$ cat src/hw/rtl/kmeans_pkg.sv
// Shared constants and types for the k-means engine.
// No dependencies.
package kmeans_pkg;
  localparam int MAX_POINTS   = 1024;
  localparam int MAX_CLUSTERS = 8;
  localparam int COORD_WIDTH  = 16;
  localparam int PW  = $clog2(MAX_POINTS);
  localparam int CW  = $clog2(MAX_CLUSTERS);
  localparam int NW  = PW + 1;
  localparam int SW  = COORD_WIDTH + PW + 1;
  localparam int DW  = COORD_WIDTH + 1;
  localparam int QW  = 2 * DW + 1;

  localparam logic [1:0] CMD_LOAD_POINT  = 2'd0;
  localparam logic [1:0] CMD_LOAD_CENTER = 2'd1;
  localparam logic [1:0] CMD_RUN         = 2'd2;

  localparam logic [1:0] REG_POINT_COUNT   = 2'd0;
  localparam logic [1:0] REG_CLUSTER_COUNT = 2'd1;
  localparam logic [1:0] REG_ITER_LIMIT    = 2'd2;

  typedef struct packed {
    logic clear;
    logic dist_en;
    logic accum;
    logic div_start;
    logic emit;
    logic [PW-1:0] pidx;
    logic [CW-1:0] cidx;
    logic          first;
  } ctrl_t;

  typedef struct packed {
    logic div_done;
    logic empty;
  } stat_t;
endpackage

$ cat src/hw/rtl/kmeans_ctrl.sv
// Sequencer for the assign, update and emit phases of a run.
// Depends on kmeans_pkg.
module kmeans_ctrl (
  input  logic clk,
  input  logic rst,
  input  logic run_start,
  input  logic [kmeans_pkg::NW-1:0] n_eff,
  input  logic [kmeans_pkg::CW:0] k_eff,
  input  logic [15:0] iter_limit,
  input  kmeans_pkg::stat_t stat,
  output kmeans_pkg::ctrl_t ctrl,
  output logic div_y,
  output logic write_x,
  output logic write_y,
  output logic busy,
  output logic emit_last
);
  localparam logic [2:0] S_IDLE = 3'd0, S_PASS = 3'd1, S_DIST = 3'd2,
                         S_ACC = 3'd3, S_UPD = 3'd4, S_DIV = 3'd5, S_EMIT = 3'd6;
  localparam int CW = kmeans_pkg::CW;
  localparam int PW = kmeans_pkg::PW;
  logic [2:0] state;
  logic [15:0] iter;
  logic [PW:0] pidx;
  logic [CW:0] cidx;
  logic [2:0] wait_cnt;
  logic last_c, last_p;

  assign last_c = (cidx + 1'b1 == k_eff);
  assign last_p = (pidx + 1'b1 >= n_eff);
  assign busy = (state != S_IDLE);
  assign emit_last = last_c;

  always_comb begin
    ctrl = '0;
    ctrl.pidx = pidx[PW-1:0];
    ctrl.cidx = cidx[CW-1:0];
    ctrl.first = (cidx == '0);
    // counts also clear at run start, so a zero-pass run reports empty clusters
    ctrl.clear = (state == S_PASS) || (state == S_IDLE && run_start);
    ctrl.dist_en = (state == S_DIST);
    ctrl.accum = (state == S_ACC) && (wait_cnt == 3'd0);
    ctrl.div_start = (state == S_UPD) && !stat.empty;
    ctrl.emit = (state == S_EMIT);
  end
  assign write_x = (state == S_DIV) && stat.div_done && !div_y;
  assign write_y = (state == S_DIV) && stat.div_done && div_y;

  always_ff @(posedge clk) begin
    if (rst) begin
      state <= S_IDLE;
      div_y <= 1'b0;
    end else begin
      unique case (state)
        S_IDLE: if (run_start) begin
          iter <= iter_limit;
          cidx <= '0;
          state <= (iter_limit == '0) ? S_EMIT : S_PASS;
        end
        S_PASS: begin
          pidx <= '0;
          cidx <= '0;
          wait_cnt <= 3'd3;
          // no point when n is zero: go straight to update
          state <= (n_eff == '0) ? S_UPD : S_ACC;
        end
        // S_ACC starts a center sweep, then drains the pipeline and accumulates
        S_ACC: begin
          if (wait_cnt == 3'd3) begin
            wait_cnt <= 3'd2;
            state <= S_DIST;
          end else if (wait_cnt != 3'd0) begin
            wait_cnt <= wait_cnt - 1'b1;
          end else begin
            cidx <= '0;
            if (last_p) begin
              state <= S_UPD;
            end else begin
              pidx <= pidx + 1'b1;
              wait_cnt <= 3'd3;
            end
          end
        end
        S_DIST: begin
          if (last_c) begin
            cidx <= '0;
            state <= S_ACC;
          end else begin
            cidx <= cidx + 1'b1;
          end
        end
        S_UPD: begin
          if (!stat.empty) begin
            state <= S_DIV;
          end else if (last_c) begin
            cidx <= '0;
            iter <= iter - 1'b1;
            state <= (iter == 16'd1) ? S_EMIT : S_PASS;
          end else begin
            cidx <= cidx + 1'b1;
          end
        end
        S_DIV: if (stat.div_done) begin
          if (!div_y) begin
            div_y <= 1'b1;
            state <= S_UPD;
          end else begin
            div_y <= 1'b0;
            if (last_c) begin
              cidx <= '0;
              iter <= iter - 1'b1;
              state <= (iter == 16'd1) ? S_EMIT : S_PASS;
            end else begin
              cidx <= cidx + 1'b1;
              state <= S_UPD;
            end
          end
        end
        S_EMIT: begin
          cidx <= cidx + 1'b1;
          if (last_c) state <= S_IDLE;
        end
        default: state <= S_IDLE;
      endcase
    end
  end

  assert property (@(posedge clk) disable iff (rst) write_x |-> !write_y)
    else $error("x and y center written together");
  assert property (@(posedge clk) disable iff (rst)
    (state == S_EMIT && last_c) |=> state == S_IDLE)
    else $error("emit did not end after last cluster");
  assert property (@(posedge clk) disable iff (rst) ctrl.accum |-> !ctrl.clear)
    else $error("accumulate during clear");
endmodule

$ cat config.mk
export PLATFORM = sky130hd
export DESIGN_NAME = kmeans_ctrl
export DESIGN_NICKNAME = d
export VERILOG_FILES = /design/src/hw/rtl/kmeans_pkg.sv /design/src/hw/rtl/kmeans_ctrl.sv
export SDC_FILE = /design/constraint.sdc
export NUM_CORES = 1
export LEC_CHECK = 0
export BUFFER_PORTS_ARGS = -buffer_cell sky130_fd_sc_hd__buf_4
export CORE_ASPECT_RATIO = 2
export CORE_MARGIN = 2
export CORE_UTILIZATION = 49
export DETAILED_ROUTE_END_ITERATION = 6
export PLACE_DENSITY = 0.83
export SYNTH_ARGS = -nofsm -noshare
export SYNTH_HDL_FRONTEND = slang
export SYNTH_SLANG_ARGS = --single-unit
$ cat constraint.sdc
create_clock -name clk -period 5.35 [get_ports clk]
set_clock_uncertainty 0.2 [all_clocks]
set_input_delay 1.07 -clock clk [delete_from_list [all_inputs] [get_ports clk]]
set_output_delay 1.07 -clock clk [all_outputs]
set_load 0.02 [all_outputs]
## After elaboration in Yosys (flattened, before gate mapping)

Cells that the tools add are included.

- Register bits: 38
- Output and inout port bits: 24
- Word-level logic and storage cells: 97

- Add/subtract/negate cells: 4
- Order comparisons: 1
- Equality and inequality tests: 22
- Mux-type cells: 38
- Bitwise gates (word level): 1
- Reduce and logical (&&, ||, !) cells: 25

Operator list:

| cell | number |
|---|---|
| $mux W16 | 5 |
| $mux W3 | 17 |
| $pmux W16 S3 | 1 |
| $mux W11 | 3 |
| $mux W4 | 7 |
| $pmux W4 S7 | 1 |
| $pmux W11 S2 | 1 |
| $pmux W3 S7 | 1 |
| $eq A16 B1 Y1 const B | 1 |
| $logic_not A16 Y1 | 1 |
| $sub A16 B1 Y16 const B | 1 |
| $ne A2 B2 Y1 const B | 7 |
| $add A11 B1 Y11 const B | 1 |
| $ge A11 B11 Y1 | 1 |
| $logic_not A11 Y1 | 1 |
| $eq A3 B2 Y1 const B | 3 |
| $eq A3 B3 Y1 const B | 3 |
| $reduce_bool A3 Y1 | 3 |
| $reduce_and A8 Y1 | 1 |
| $reduce_and A7 Y1 | 1 |
| $reduce_bool A7 Y1 | 1 |
| $logic_and A1 B1 Y1 | 6 |
| $logic_not A3 Y1 | 2 |
| $ne A3 B3 Y1 const B | 2 |
| 18 further kinds | 20 |

## Depth between registers and ports, before layout

Gate-level depths: netlist of run 1.

- Depth in word-level cells: 6
- Gate-level depth with buffers: 12

## Worst setup path before layout of run 1

Ideal clock, no wire load.

- Path type: input port to flip-flop
- From: input port k_eff[3] (netlist bit)
- To: register iter[0], enable pin
- Library setup time: 0.409 ns
- Arrival: 2.869 ns
- Required time: 4.741 ns
- Setup slack: 1.872 ns
- Stages on the path: 5
- Buffers on the path: 1
- Cells stage by stage: xnor3_1 and4_1 buf_6 a21oi_1 nor3_1

RTL lines:

| item | line | source |
|---|---|---|
| start: declaration | kmeans_ctrl.sv:8 | `input logic [kmeans_pkg::CW:0] k_eff,` |
| end signal: assignment | kmeans_ctrl.sv:56 | `iter <= iter_limit;` |
| end signal: assignment | kmeans_ctrl.sv:97 | `iter <= iter - 1'b1;` |
| end signal: assignment | kmeans_ctrl.sv:111 | `iter <= iter - 1'b1;` |
| end: declaration | kmeans_ctrl.sv:23 | `logic [15:0] iter;` |

## Worst setup path after layout of run 1

- From: register pidx[0]
- To: register pidx[4], enable pin

- Cells in the longest elaborated chain, start to end: 4

RTL lines:

| item | line | source |
|---|---|---|
| start: declaration | kmeans_ctrl.sv:24 | `logic [PW:0] pidx;` |
| start signal: assignment | kmeans_ctrl.sv:79 | `pidx <= pidx + 1'b1;` |
| $add A11 B1 Y11 | kmeans_ctrl.sv:30 | `assign last_p = (pidx + 1'b1 >= n_eff);` |
| $ge A11 B11 Y1 | kmeans_ctrl.sv:30 |  |
| $ne A2 B2 Y1 (no line) | n/a |  |
| $reduce_and A5 Y1 (no line) | n/a |  |

Every way passes these cells.
A chain may end at the register's enable or synchronous reset.

==> flow_summary_export.csv, run 1 <==
group,metric,value,unit
place,hpwl,5.25,mm
logic_synthesis,mappedNetlistArea,0.00284,mm^2
cts,cts_buffer_depth,2,
grt,total_grt_overflow,0,
logic_synthesis,synthDistinctLibCells,45,
logic_synthesis,ys_async_sr_fraction,0,%
min_path,hold_path.startpoint,"div_y$_SDFFE_PP0P_",
die,top_level_ports,60,
logic_synthesis,xor_xnor_cell_area_share_of_the_yosys_netlist,9.13,%
cts,post_cts_resize_count,0,
logic_synthesis,synth-edff-count,34,
status,run_status,"finished, final reports clean",
timing,hold_viol_final,0,
logic_synthesis,synthesis.area_per_instance,9.09,um^2
die,initial_core_util,50.1,%
timing,final_period_minus_worst_setup_slack,3.88,ns
die,die_area,0.00645,mm^2
worst_setup_path,reg2reg_from,"pidx[0]$_SDFFCE_PN0P_",
die,die-height,112,um
min_path,hold_path_end,"div_y$_SDFFE_PP0P_",
routing,antenna_left,0,
timing,setup_ws,1.47,ns
routing,drtIter0Drc,93,
layout,final_layout_size_suffix_gt1_share,20.9,%
worst_setup_path,crit_arrival,3.58,ns
min_path,hp-class,"register to register",
layout,layout.cells.non_filler,420,
grt,number_of_global_route_vias_before_repair,2533,
flow_run,maxCapViolations,0,
logic_synthesis,post_synthesis_sequential_area_ratio,38.8,%
grt,gr-usage-all-layers,22.6,%
logic_synthesis,synth_simple_gate_area_share,23.9,%
timing,finalSetupTns,0,ns
logic_synthesis,synth_mux_area_share,0,%
power_and_ir_drop,cellPowerDensity,429,mW/mm^2
worst_setup_path,critical_path_capture_point_type,"register",
cts,cts-root-buf,"sky130_fd_sc_hd__clkbuf_16",
timing,max_slew_margin,28.3,%
worst_setup_path,reg2reg_to,"pidx[4]$_SDFFCE_PN0P_",
power_and_ir_drop,static-leakage-power,1.42,nW
cts,clk-insertion-delay-late,0.28,ns
timing,final.period_utilization,72.5,%
logic_synthesis,synth-compound-area-share,12.0,%
cts,htree_num_levels,2,
logic_synthesis,post_synth_inst_count,312,
cts,numClockSinks,38,
place,place_inst,412,
timing,fmax,0.258,GHz
routing,wirelength,6.81,mm
timing,setup_violations,0,
die,std_cell_core_area,0.00566,mm^2
worst_setup_path,timing.critical_path.from_type,"register",
worst_setup_path,worst-r2r-setup-slack,1.47,ns
logic_synthesis,yosys_register_bits,38,
routing,num_vias,2431,
layout,area.growth.synth_to_final,19.3,%
logic_synthesis,synth_top_family_by_area,"simple AND/OR/NAND/NOR gates",
cts,tritoncts,"done",
die,die_w,57.8,um
min_path,min_delay_path_depth,3,
logic_synthesis,adder_cell_area_share_of_the_yosys_netlist,8.38,%
timing,timing_worst_slew_pin_value,1.08,ns
grt,grt_antenna_before_repair,0,
place,routabilityCongestion,0.827,
power_and_ir_drop,irDropWorstVdd,0.333,mV
place,numPortBuffers,59,
worst_setup_path,worstSetupPathType,"register to register",
logic_synthesis,synth.net_count,367,
worst_setup_path,crit_fanout,11,
layout,final_util,59.8,%
logic_synthesis,synth_flop_cell,"sky130_fd_sc_hd__edfxtp_1",
cts,clkSlewWorstSetupHoldPaths,0.06,ns
timing,report.final.slew_viol_count,0,
die,placement_rows,39,
routing,firstDrtPassIters,4,
cts,tritoncts.num_buffers,5,
layout,number_of_nets_in_the_finished_design,413,
worst_setup_path,rr_worst_depth,11,
logic_synthesis,synth.yosys.warnings,0,
power_and_ir_drop,report.power.total,1.45,mW
place,detailedPlace.worstSlack,1.45,ns
routing,wl_per_cell,16.2,um
layout,insertedDiodeCount,0,
timing,rsz_0062_raised_after_global_routing,"no",
cts,cts_post_setup_buffers_inserted,0,
routing,route.detailed.vias_per_inst,5.79,
cts,ctsHoldBuffers,0,
routing,drc,0,
worst_setup_path,worst-endpoint-required,5.05,ns
grt,grt_start_max_net_pins,32,
grt,global_route_wire_length_before_repair,11.3,mm
cells in the final DEF (no fill, tap or decap), types with 4 or more instances in the layout:
master / count
sky130_fd_sc_hd__and2_1: 12
sky130_fd_sc_hd__a21oi_1: 12
sky130_fd_sc_hd__or3_1: 4
sky130_fd_sc_hd__nand2_1: 30
sky130_fd_sc_hd__nand2b_1: 4
sky130_fd_sc_hd__dfxtp_1: 4
sky130_fd_sc_hd__buf_4: 61
sky130_fd_sc_hd__nor3_1: 11
sky130_fd_sc_hd__nor2_1: 28
sky130_fd_sc_hd__xnor2_1: 18
sky130_fd_sc_hd__xor2_1: 9
sky130_fd_sc_hd__inv_1: 21
sky130_fd_sc_hd__ha_1: 19
sky130_fd_sc_hd__edfxtp_1: 34
sky130_fd_sc_hd__clkbuf_16: 5
sky130_fd_sc_hd__o21ai_0: 21
sky130_fd_sc_hd__and3_1: 5
sky130_fd_sc_hd__nand3_1: 9
sky130_fd_sc_hd__nor4_1: 9
sky130_fd_sc_hd__nor2b_1: 5
cell usage after synthesis (all sizes together), types with 10 or more instances:
library cell,instances,area (um^2)
inv,21,78.8
buf,15,116
nand3,10,55.1
nor2,28,105
edfxtp,34,1020
xnor2,18,158
nand2,30,113
ha,19,238
and2,12,75.1
o21ai,21,105
nor3,12,60.1
a21oi,12,60.1
registers in the layout (all words and copies together), names as in the netlist:
name      count
wait_cnt      3
cidx          4
state         3
iter         16
pidx         11
div_y         1
critical path: stages (launching register included):
cell and delay, ns:
sky130_fd_sc_hd__edfxtp_1 0.45, sky130_fd_sc_hd__ha_1 0.24, sky130_fd_sc_hd__nand3_1 0.16, sky130_fd_sc_hd__nor3_1 0.22
sky130_fd_sc_hd__xor2_1 0.21, sky130_fd_sc_hd__ha_1 0.27, sky130_fd_sc_hd__a21oi_1 0.22, sky130_fd_sc_hd__o211ai_1 0.11
sky130_fd_sc_hd__a21oi_1 0.17, sky130_fd_sc_hd__nor2_1 0.08, sky130_fd_sc_hd__or3_1 0.30, sky130_fd_sc_hd__a21oi_1 0.85
metal layers:
| layer | vias to the layer above | track usage [%] | wire length, um |
|---|---|---|---|
| met5 | - | 0 | 0 |
| met4 | 0 | 10.4 | 170 |
| met3 | 18 | 3.72 | 294 |
| met2 | 91 | 43.8 | 4030 |
| met1 | 1138 | 21.6 | 2320 |
| li1 | 1184 | - | - |
through the flow:
stage          instance area, um^2  hold WS (ns)
2_1_floorplan                 2840         0.388
3_3_place_gp                  3230         0.439
3_5_place_dp                  3230         0.451
4_1_cts                       3380         0.477
5_1_grt                       3380         0.528
6_report                      3380         0.475
worst max-delay path by stage:
stage	start	end	slack, ns	cells after the start
finish	pidx[0]$_SDFFCE_PN0P_	pidx[4]$_SDFFCE_PN0P_	1.47	11
global route	pidx[0]$_SDFFCE_PN0P_	pidx[1]$_SDFFCE_PN0P_	1.13	11
CTS	pidx[0]$_SDFFCE_PN0P_	pidx[4]$_SDFFCE_PN0P_	1.43	11
detailed placement	pidx[0]$_SDFFCE_PN0P_	pidx[8]$_SDFFCE_PN0P_	1.45	11
global placement	n_eff[0]	pidx[9]$_SDFFCE_PN0P_	1.56	8
floorplan	k_eff[3]	iter[0]$_DFFE_PP_	1.87	5
kinds of logic (layout without fill, tap and decap cells):
group,Yosys count,after routing
simple gates,131,131
compound gates,53,53
buf+inv,43,90
flops,38,38
xor+xnor,28,28
fa+ha+maj,19,19
area by class of cell:
cell class              instances  area, um^2
repair buffers                 61         458
well taps                      61        76.3
inverters                      21        78.8
clock buffers                   6         139
clock inverters                 2        12.5
flip-flops and latches         38        1100
multi-input cells             231        1520
fillers                       507        2280
report_power, final:
group,switching [mW],internal (mW),total (mW)
registers,0.108,0.436,0.544
clock network,0.117,0.184,0.301
logic,0.353,0.254,0.607
total,0.578,0.875,1.45
Note: power is estimated with default switching activity, not from simulation.
==> inputs of run 2 (changes only) <==
ABC_AREA = 1   (was default)
PLACE_DENSITY = 0.85   (was 0.83)
clock period = 3.15 ns   (was 5.35 ns; I/O delays follow)
==> flow_summary_export.csv, run 2 <==
group,metric,value,unit
logic_synthesis,post_synth_inst_count,438,
worst_setup_path,reg2reg_from,"pidx[1]$_SDFFCE_PN0P_",
layout,layout_top_registers,"iter: 16 flops, pidx: 11 flops, cidx: 4 flops",
power_and_ir_drop,cellPowerDensity,692,mW/mm^2
routing,route.detailed.vias_per_inst,5.18,
die,std_cell_core_area,0.00606,mm^2
timing,final.period_utilization,97.1,%
cts,clkSlewWorstSetupHoldPaths,0.06,ns
layout,final_cell_mix,"sky130_fd_sc_hd__nand2_1 (98), sky130_fd_sc_hd__nor2_1 (76), sky130_fd_sc_hd__inv_1 (70)",
logic_synthesis,netlist_top_cells_area,"sky130_fd_sc_hd__edfxtp_1 (33%), sky130_fd_sc_hd__nand2_1 (12%), sky130_fd_sc_hd__nor2_1 (9.6%), sky130_fd_sc_hd__inv_1 (8.5%), sky130_fd_sc_hd__ha_1 (7.7%)",
timing,fmax,0.327,GHz
worst_setup_path,worstSetupPathType,"register to register",
logic_synthesis,yosysTopAreaCellShare,33.1,%
layout,layout.cells.most_common,"sky130_fd_sc_hd__nand2_1",
die,die-height,116,um
routing,num_vias,3016,
routing,firstDrtPassIters,5,
cts,ctsHoldBuffers,0,
timing,hold-worst-slack,0.321,ns
cts,clk-insertion-delay-late,0.28,ns
timing,max_slew_margin,67.7,%
worst_setup_path,crit_path_start,"pidx[1]$_SDFFCE_PN0P_",
timing,setup_violations,0,
cts,cts_buffer_depth,2,
min_path,hold_path.startpoint,"div_y$_SDFFE_PP0P_",
layout,area.growth.synth_to_final,23.4,%
place,hpwl,6.19,mm
layout,final_design_area_no_fill,0.00380,mm^2
timing,finalSetupTns,0,ns
die,top_level_ports,60,
grt,grt_antenna_before_repair,0,
logic_synthesis,ys_async_sr_fraction,0,%
logic_synthesis,synth.cells.most_frequent,"sky130_fd_sc_hd__nand2_1 (102), sky130_fd_sc_hd__nor2_1 (79), sky130_fd_sc_hd__inv_1 (70)",
flow_run,maxCapViolations,0,
logic_synthesis,synth.yosys.warnings,0,
layout,number_of_nets_in_the_finished_design,552,
logic_synthesis,synth_flop_cell,"sky130_fd_sc_hd__edfxtp_1",
status,run_status,"finished, final reports clean",
power_and_ir_drop,static-leakage-power,1.84,nW
worst_setup_path,timing.critical_path.from_type,"register",
routing,antenna_left,0,
logic_synthesis,mappedNetlistArea,0.00308,mm^2
logic_synthesis,synth.net_count,493,
die,placement_rows,40,
routing,drtIter0Drc,143,
worst_setup_path,crit_fanout,5,
layout,largest_register,"iter",
layout,final_util,62.8,%
worst_setup_path,crit_arrival,2.86,ns
timing,rsz_0062_raised_after_global_routing,"yes",
cts,tritoncts.num_buffers,5,
timing,setup_ws,0.0898,ns
logic_synthesis,post_synthesis_sequential_area_ratio,35.7,%
power_and_ir_drop,p_sw_share,43.0,%
layout,final_layout_size_suffix_gt1_share,21.9,%
cts,cts-root-buf,"sky130_fd_sc_hd__clkbuf_16",
timing,timing_worst_slew_pin_value,0.484,ns
die,die_area,0.00698,mm^2
place,place_area,0.00357,mm^2
die,die_w,60.1,um
timing,hold_viol_final,0,
power_and_ir_drop,power.clock.fraction,18.4,%
logic_synthesis,yosysMostFrequentCell,"sky130_fd_sc_hd__nand2_1",
routing,wirelength,7.82,mm
min_path,hp-class,"register to register",
cts,numClockSinks,38,
grt,global_route_wire_length_before_repair,12.7,mm
layout,largest_register_ffs,16,
power_and_ir_drop,internal_power_summed_over_all_cells,1.50,mW
routing,wl_per_cell,13.4,um
logic_synthesis,synthDistinctLibCells,33,
place,routabilityCongestion,0.899,
worst_setup_path,worst-endpoint-required,2.95,ns
logic_synthesis,synthesis.area_per_instance,7.04,um^2
grt,grt_start_max_net_pins,19,
logic_synthesis,yosys_register_bits,38,
layout,nFillCells,525,
power_and_ir_drop,irDropWorstVdd,0.396,mV
place,detailedPlace.worstSlack,-0.0436,ns
routing,drc,0,
logic_synthesis,yosys_top_cell_by_area,"sky130_fd_sc_hd__edfxtp_1",
logic_synthesis,synth-edff-count,34,
grt,gr-usage-all-layers,23.6,%
place,numPortBuffers,59,
timing,report.final.slew_viol_count,0,
cts,tritoncts,"done",
worst_setup_path,critical_path_capture_point_type,"register",
grt,number_of_global_route_vias_before_repair,3032,
power_and_ir_drop,pwr-share-comb,46.5,%
power_and_ir_drop,p_switching,1.13,mW
die,initial_core_util,50.9,%
timing,final_period_minus_worst_setup_slack,3.06,ns
layout,insertedDiodeCount,0,
cts,htree_num_levels,2,
power_and_ir_drop,sequentialPowerShare,35.1,%
grt,total_grt_overflow,0,
## run 2: cell type report
class / count / area [um^2] / area share, %
well taps: 84 / 105 / 2.76
clock buffers: 5 / 125 / 3.29
inverters: 74 / 278 / 7.30
repair buffers: 68 / 518 / 13.6
clock inverters: 3 / 16.3 / 0.428
flip-flops and latches: 38 / 1100 / 28.9
multi-input cells: 310 / 1660 / 43.7
## run 2: path summary, 6_finish.rpt
path / end / slack, ns / depth (start not counted)
min reg2reg: div_y$_SDFFE_PP0P_ / 0.32 / 2
max reg2reg: pidx[7]$_SDFFCE_PN0P_ / 0.09 / 17
min: div_y$_SDFFE_PP0P_ / 0.32 / 2
max: pidx[7]$_SDFFCE_PN0P_ / 0.09 / 17
## run 2: timing repair
| action | CTS | global route |
|---|---|---|
| gates cloned | 0 | 0 |
| endpoints found under the hold margin | 0 | 0 |
| endpoints found under the setup margin | 11 | 14 |
| gates resized for setup | 1 | 16 |
| setup buffers | 0 | 3 |
| pin swaps | 0 | 8 |
## run 2: metrics by stage
| step | std cells | total power, mW |
|---|---|---|
| 5_1_grt | 582 | 2.82 |
| 2_1_floorplan | 438 | 1.75 |
| 3_3_place_gp | 571 | 2.06 |
| 4_1_cts | 579 | 2.59 |
| 3_5_place_dp | 571 | 2.10 |
| 6_report | 582 | 2.63 |
## run 2: power groups by stage
stage	clock network, mW	logic [mW]	registers [mW]
after floorplan	0	0.862	0.888
after global placement	0	1.14	0.920
after detailed placement	0	1.17	0.931
after CTS	0.489	1.19	0.920
after global routing	0.509	1.37	0.948
final	0.484	1.22	0.925
## run 2: logic make-up (layout without fill, tap and decap cells)
group,Yosys count,after routing,synth area share (%)
adder cells (fa/ha/maj),19,19,7.71
flip-flops,38,38,35.7
AO/OA/AOI/OAI,40,40,6.94
buffers and inverters,90,150,12.6
XOR/XNOR,13,13,3.69
AND/OR/NAND/NOR,238,238,33.3
## run 2: routing by layer
metal  up-vias  routed length, um  part of all wire (%)  GRT usage (%)
met5         -                  0                     0              0
met3        32                323                   4.1           3.32
met1      1371               2740                    35           22.8
li1       1496                  -                     -              -
met4         0                345                   4.4           10.8
met2       117               4410                    56           46.2
## run 2: critical path: stages (launching register included)
cell and delay [ns]:
sky130_fd_sc_hd__edfxtp_1 0.38, sky130_fd_sc_hd__ha_2 0.20, sky130_fd_sc_hd__nand2_2 0.07, sky130_fd_sc_hd__nor2_4 0.14, sky130_fd_sc_hd__nand3_2 0.12, sky130_fd_sc_hd__nor2_4 0.15
sky130_fd_sc_hd__nand4_1 0.11, sky130_fd_sc_hd__or2_1 0.28, sky130_fd_sc_hd__nand2_2 0.10, sky130_fd_sc_hd__ha_4 0.21, sky130_fd_sc_hd__a21oi_2 0.11, sky130_fd_sc_hd__nand2_1 0.08
sky130_fd_sc_hd__a21oi_2 0.12, sky130_fd_sc_hd__nand3_1 0.08, sky130_fd_sc_hd__nand2_1 0.08, sky130_fd_sc_hd__nand2_2 0.08, sky130_fd_sc_hd__nor2_4 0.14, sky130_fd_sc_hd__buf_6 0.14
